**src/rtl/core/b94_pkg.sv**
```systemverilog
`default_nettype none

package b94_pkg;

    localparam int ByteW      = 8;
    localparam int WordW      = 32;
    localparam int HeldW      = 24;
    localparam int CharW      = 7;
    localparam int GroupBytes = 4;
    localparam int CountW     = $clog2(GroupBytes);
    localparam int GroupChars = 5;
    localparam int LeftW      = $clog2(GroupChars + 1);
    localparam int DigitBase  = 94;
    localparam int CharOffset = 32;
    localparam int DigitW     = 8;

    // reciprocal of the base, scaled by two to the RecipShift
    localparam int RecipShift = 37;
    localparam logic [WordW-1:0] RecipM = WordW'((64'd1 << RecipShift) / DigitBase);
    localparam int QuotW = WordW + WordW - RecipShift;

    localparam logic [CountW-1:0] LastByte = CountW'(GroupBytes - 1);

    typedef struct packed {
        logic [WordW-1:0] word;
        logic             fin;
    } group_t;

endpackage

`default_nettype wire

```
**src/rtl/core/b94_stream_if.sv**
```systemverilog
`default_nettype none

interface b94_in_if;
    import b94_pkg::*;

    logic             valid;
    logic             ready;
    logic [ByteW-1:0] data_byte;
    logic             final_byte;

    modport source (output valid, output data_byte, output final_byte, input ready);
    modport sink (input valid, input data_byte, input final_byte, output ready);
endinterface


`default_nettype wire

```
**src/rtl/core/b94_group_packer.sv**
```systemverilog
`default_nettype none

module b94_group_packer (
    input  wire logic          clk,
    input  wire logic          rst_n,
    b94_in_if.sink             bytes,
    output b94_pkg::group_t    grp,
    output logic               grp_valid,
    input  wire logic          grp_ready
);
    import b94_pkg::*;

    logic [HeldW-1:0]  held_reg;
    logic [HeldW-1:0]  held_next;
    logic [CountW-1:0] count_reg;
    logic [CountW-1:0] count_next;
    logic              grp_valid_reg;
    logic              grp_valid_next;
    group_t            grp_reg;
    group_t            grp_next;
    logic              accept;
    logic              close;
    logic [WordW-1:0]  word;

    assign bytes.ready = !grp_valid_reg || grp_ready;
    assign accept      = bytes.valid && bytes.ready;
    assign close       = bytes.final_byte || (count_reg == LastByte);
    assign word        = {{(WordW-HeldW){1'b0}}, held_reg}
                       | (WordW'(bytes.data_byte) << {count_reg, 3'b000});

    always_comb
    begin
        held_next      = held_reg;
        count_next     = count_reg;
        grp_next       = grp_reg;
        grp_valid_next = grp_valid_reg && !grp_ready;
        if (accept)
        begin
            if (close)
            begin
                held_next      = '0;
                count_next     = '0;
                grp_next.word  = word;
                grp_next.fin   = bytes.final_byte;
                grp_valid_next = 1'b1;
            end
            else
            begin
                held_next  = word[HeldW-1:0];
                count_next = count_reg + 1'b1;
            end
        end
    end

    always_ff @(posedge clk or negedge rst_n)
    begin
        if (!rst_n)
        begin
            held_reg      <= '0;
            count_reg     <= '0;
            grp_valid_reg <= 1'b0;
        end
        else
        begin
            held_reg      <= held_next;
            count_reg     <= count_next;
            grp_valid_reg <= grp_valid_next;
        end
    end

    always_ff @(posedge clk)
    begin
        grp_reg <= grp_next;
    end

    assign grp       = grp_reg;
    assign grp_valid = grp_valid_reg;

`ifndef SYNTHESIS
    a_count_step: assert property (@(posedge clk) disable iff (!rst_n)
        accept && !close |=> count_reg == $past(count_reg) + 1'b1)
        else $error("byte count did not advance");
    a_close_clears: assert property (@(posedge clk) disable iff (!rst_n)
        accept && close |=> count_reg == '0 && held_reg == '0 && grp_valid_reg)
        else $error("closed group not handed on");
`endif

endmodule

`default_nettype wire

```
**src/flat_wrapper.sv**
```systemverilog
// flat-port wrapper written by rule: the top's interface ports become plain ports
module b94_group_packer_flat import b94_pkg::*;
  (clk, rst_n, grp, grp_valid, grp_ready, bytes_valid, bytes_data_byte, bytes_final_byte, bytes_ready);
  b94_in_if bytes_i ();
  input  wire logic clk;
  input  wire logic rst_n;
  output b94_pkg::group_t grp;
  output logic grp_valid;
  input  wire logic grp_ready;
  input wire logic [$bits(bytes_i.valid)-1:0] bytes_valid;
  input wire logic [$bits(bytes_i.data_byte)-1:0] bytes_data_byte;
  input wire logic [$bits(bytes_i.final_byte)-1:0] bytes_final_byte;
  output wire logic [$bits(bytes_i.ready)-1:0] bytes_ready;
  assign bytes_i.valid = bytes_valid;
  assign bytes_i.data_byte = bytes_data_byte;
  assign bytes_i.final_byte = bytes_final_byte;
  assign bytes_ready = bytes_i.ready;
  b94_group_packer u_core (.clk(clk), .rst_n(rst_n), .bytes(bytes_i), .grp(grp), .grp_valid(grp_valid), .grp_ready(grp_ready));
endmodule
```
**config.mk**
```make
export PLATFORM = sky130hd
export DESIGN_NAME = b94_group_packer_flat
export DESIGN_NICKNAME = d
export VERILOG_FILES = /design/src/rtl/core/b94_pkg.sv /design/src/rtl/core/b94_stream_if.sv /design/src/rtl/core/b94_group_packer.sv /design/src/flat_wrapper.sv
export SDC_FILE = /design/constraint.sdc
export NUM_CORES = 1
export LEC_CHECK = 0
export BUFFER_PORTS_ARGS = -buffer_cell sky130_fd_sc_hd__buf_2
export CAP_MARGIN = 40
export CORE_ASPECT_RATIO = 1.2
export CORE_UTILIZATION = 60
export CTS_BUF_LIST = sky130_fd_sc_hd__clkbuf_8
export DETAILED_ROUTE_END_ITERATION = 12
export PLACE_DENSITY_LB_ADDON = 0.3
export SYNTH_ARGS = -nofsm -noshare
export SYNTH_HDL_FRONTEND = slang
export SYNTH_SLANG_ARGS = --single-unit
```
**constraint.sdc**
```tcl
create_clock -name clk -period 3.9 [get_ports clk]
set_input_delay 0 -clock clk [delete_from_list [all_inputs] [get_ports clk]]
set_output_delay 0 -clock clk [all_outputs]
set_load 0.02 [all_outputs]
```
# ---- Word-level counts from Yosys, hierarchy flattened
# Cells that the tools add are included.
dict set report totals {
  ff_bits 60
  in_bits 13
  out_inout_bits 35
  word_cells 20
}
dict set report op_classes {
  add_sub_neg 1
  n_eq_ne 1
  shift 1
  n_mux 4
  bitwise_logic 1
  reduce_logical 7
}
# cell count
set op_table {}
lappend op_table {{bitwise OR 24 x 32 -> 32 bit} 1}
lappend op_table {{<< shifter 8 x 5 -> 32 bit} 1}
lappend op_table {{two-way mux 24 bit} 1}
lappend op_table {{adder 2 x 1 -> 2 bit (second input constant)} 1}
lappend op_table {{equality test 2 bit (second input constant)} 1}
lappend op_table {{logical AND 1 bit} 2}
lappend op_table {{logical NOT 1 bit} 2}
lappend op_table {{logical OR 1 bit} 2}
lappend op_table {{two-way mux 1 bit} 2}
lappend op_table {{two-way mux 2 bit} 1}
lappend op_table {{AND reduction 2 bit} 1}

# ---- Depth between registers and ports, before layout
dict set report logic_depth {
  depth_word 4
  ltp_mapped 5
  depth_no_buf 4
}

# ---- Worst setup path before layout
# Ideal clock, no wire load.
dict set report synth_path {
  path_kind {register to register}
  start {register u_core.count_reg[0]}
  end {register u_core.grp_reg (netlist bit u_core.grp[0]), enable pin}
  setup_time_ns 0.331
  arrival_ns 1.197
  required_time_ns 3.569
  setup_slack_ns 2.372
  stages_incl_launch_ff 5
  path_buffers 1
  synth_period_minus_slack_ns 1.528
  cell_sequence {dfrtp_1 > ha_1 > nor2_1 > nor3_4 > buf_6}
}
dict set report synth_via {
  elab_chain_cells 3
}
# item line_no
set synth_rtl {}
lappend synth_rtl {{from (decl)} b94_group_packer.sv:15} ;# logic [CountW-1:0] count_reg;
lappend synth_rtl {{from (signal assigned)} b94_group_packer.sv:66} ;# count_reg <= count_next;
lappend synth_rtl {{equality test 2 bit} b94_group_packer.sv:27} ;# assign close = bytes.final_byte || (count_reg == LastByte);
lappend synth_rtl {{logical OR 1 bit} b94_group_packer.sv:27}
lappend synth_rtl {{AND reduction 2 bit (no line)} -}
lappend synth_rtl {{to (signal assigned)} b94_group_packer.sv:73} ;# grp_reg <= grp_next;
lappend synth_rtl {{to (decl)} b94_group_packer.sv:19} ;# group_t grp_reg;
# No other way between the ends.
# A chain may end at the register's enable or synchronous reset.

# ---- Final worst setup path
dict set report layout_path {
  start {register u_core.count_reg[1]}
  end {register u_core.grp_reg (netlist bit u_core.grp[11]), enable pin}
}
# Same word-level chain as after synthesis.

==> metrics.txt <==
pwr/cell area about 600 mW/mm^2; Peak Freq approximately 0.5 GHz; Post-DP Area ~0.0027 sq mm; clock latency on the worst-skew pair roughly 330 ps; initial antenna violation count 0; max reg flops 33; Syn-to-layout area delta 17.2%; DRT Wirelength roughly 4.8 mm; Max-slew headroom approximately three fifths; ANT nets after route 0; crit-path max FO 35; clock power share around 28%; Synth Cell Area about 0.0024 sq mm; Slew Viols, Final 0; grt ovf 0; vias in the first global route ~1600; share of layout cells above drive strength 1 ~30%; Reg clk slew, reported paths about 60 ps; P_sw around 0.00048 W; vias approximately 1700; die footprint 0.00431 sq mm; final setup vio count 0; Reg power frac 51.3%; global placer's final weighted congestion 0.867; post-synthesis cell count 170; Int Power between 0.001 and 0.0015 W; Final min period roughly 2000 ps; Die Y between 70 and 80 um; Lkg Pwr around 1.4 nW; area leader, netlist edfxtp_1; CTS tree yes; Yosys Warn Count 0; startpoint types register; Critical Path AT slightly above 2000 ps; router iterations before antenna repair 4; initial core utilization 64.7%; width of the chip between 60 and 70 um; WS Path Type register to register; peak supply drop approximately 350 uV; setup_tns 0 ps; Vias/cell between 6 and 7; hold crit path type primary input to register; synth top area cells edfxtp_1, dfrtp_1, a41oi_1, a21o_1, nor2_1; largest net degree at the start of global routing 36; DRT iter0 DRCs 108; status finished clean; Yosys cell types 22; num rows 24; H-tree lvl count 3; ant diodes 0; register area share after synthesis roughly 70%; Clock Sinks 60; Final HPWL DP about 3.1 mm; Worst-Margin Slew around 600 ps; most frequent cells in the layout buf_2, edfxtp_1, dfrtp_1; commonest non-fill, non-tap cell in the layout buf_2; clk root buf clkbuf_8; register bit total from synthesis 60; Mapped Nets 184; max-cap check violation count 0; GRT Overall Usage around 26%; fillcell total between 200 and 250; core area between 0.003 and 0.004 sq mm; # IOs 48; Nets around 230; Post-CTS Setup Inserts 0; DRC violations left 0; Worst Skew between 5 and 6 ps; Worst setup EP type register; WP data required around 4000 ps; Fin. Hold Viols 0; CTS Buffer Depth 2; post-synth top area share 40.8%; Final period util slightly above 50%; CTS Buf Count 9; first-pass GRT wire length 7.80 mm; Logic pwr share 20.3%; RSZ-0062 raised after global routing no; fin area roughly 0.0028 sq mm; Switching Share a little under 30%; Avg Cell Area, Syn 14.3 sq um; routed len/inst 17.3 um; Port Buffers 47
[critical path, cell delays in order (launching register included)]
cell	delay, ps
dfrtp_1	560
ha_1	210
nor2_1	90
nor3_4	400
buf_8	220
buf_12	210
[through the flow]
step / power [W] / setup slack, ps / instances / hold slack (ps) / utilization, %
after floorplan: 0.00111 / 2370 / 170 / -296 / -
after global placement: 0.00116 / 1800 / 256 / 40.6 / 70.1
after detailed placement: 0.00120 / 1900 / 258 / 41.7 / 70.7
after CTS: 0.00167 / 1890 / 276 / 60.8 / 75.8
after global routing: 0.00173 / 1780 / 276 / 80.5 / 75.8
final: 0.00166 / 1900 / 276 / 70.9 / 75.8
[cells in the mapped netlist, drive strengths merged]
master	n
o21ai	4
nor3	1
a21o	24
inv	2
nand2	1
and2b	1
edfxtp	33
nand4	1
nor2b	2
ha	1
dfrtp	27
a41oi	24
clkbuf	1
nand3	1
and3	8
buf	13
nor2	26
[cell families (layout without fill, tap and decap cells)]
| kind of cell | Yosys count | count (layout) | synth area share (%) |
|---|---|---|---|
| fa+ha+maj | 1 | 1 | 0.515 |
| flops | 60 | 60 | 68.6 |
| buf+inv | 16 | 70 | 5.15 |
| compound gates | 52 | 52 | 16.9 |
| simple gates | 41 | 41 | 8.81 |
[layout make-up]
class	count	area, sq um	share of cell area (%)
inverter	2	7.51	0.264
multi-input combinational	94	637	22.4
sequential	60	1670	58.5
timing repair buffer	52	298	10.5
clock buffer	11	151	5.32
clock inverter	5	21.3	0.747
tap	52	65.1	2.29
[final timing paths]
path | start | to | slack, ps | depth (start not counted)
setup / recovery | u_core.count_reg[1] | u_core.grp[11] | 1900 | 5
hold / removal | bytes_data_byte[0] | u_core.held_reg[16] | 70 | 3
setup reg to reg | u_core.count_reg[1] | u_core.grp[11] | 1900 | 5
hold reg to reg | u_core.held_reg[11] | u_core.held_reg[11] | 510 | 2
max in group asynchronous | rst_n | u_core.held_reg[6] | 3280 | 2
min in group asynchronous | rst_n | u_core.held_reg[19] | 220 | 2
[what timing repair did]
action	CTS	global route
setup endpoints to repair	0	0
endpoints found under the hold margin	28	0
hold buffers	2	0
gates resized for setup	0	0
[routing by layer]
| metal | part of all wire [%] | vias to the layer above | global-route usage (%) |
|---|---|---|---|
| li1 | - | 748 | - |
| met1 | 39 | 820 | 33.1 |
| met2 | 51 | 84 | 40.4 |
| met3 | 6.7 | 17 | 5.42 |
| met4 | 2.8 | 0 | 13.4 |
| met5 | 0 | - | 0 |
[power by group through the flow]
| stage | Sequential [W] | Clock (W) | Combinational (W) |
|---|---|---|---|
| CTS | 0.000851 | 0.000480 | 0.000338 |
| finish | 0.000853 | 0.000473 | 0.000338 |
| global placement | 0.000853 | 0 | 0.000311 |
| detailed placement | 0.000862 | 0 | 0.000334 |
| floorplan | 0.000887 | 0 | 0.000225 |
| global route | 0.000862 | 0.000501 | 0.000372 |
No activity file was read; power rests on OpenSTA's default activity.
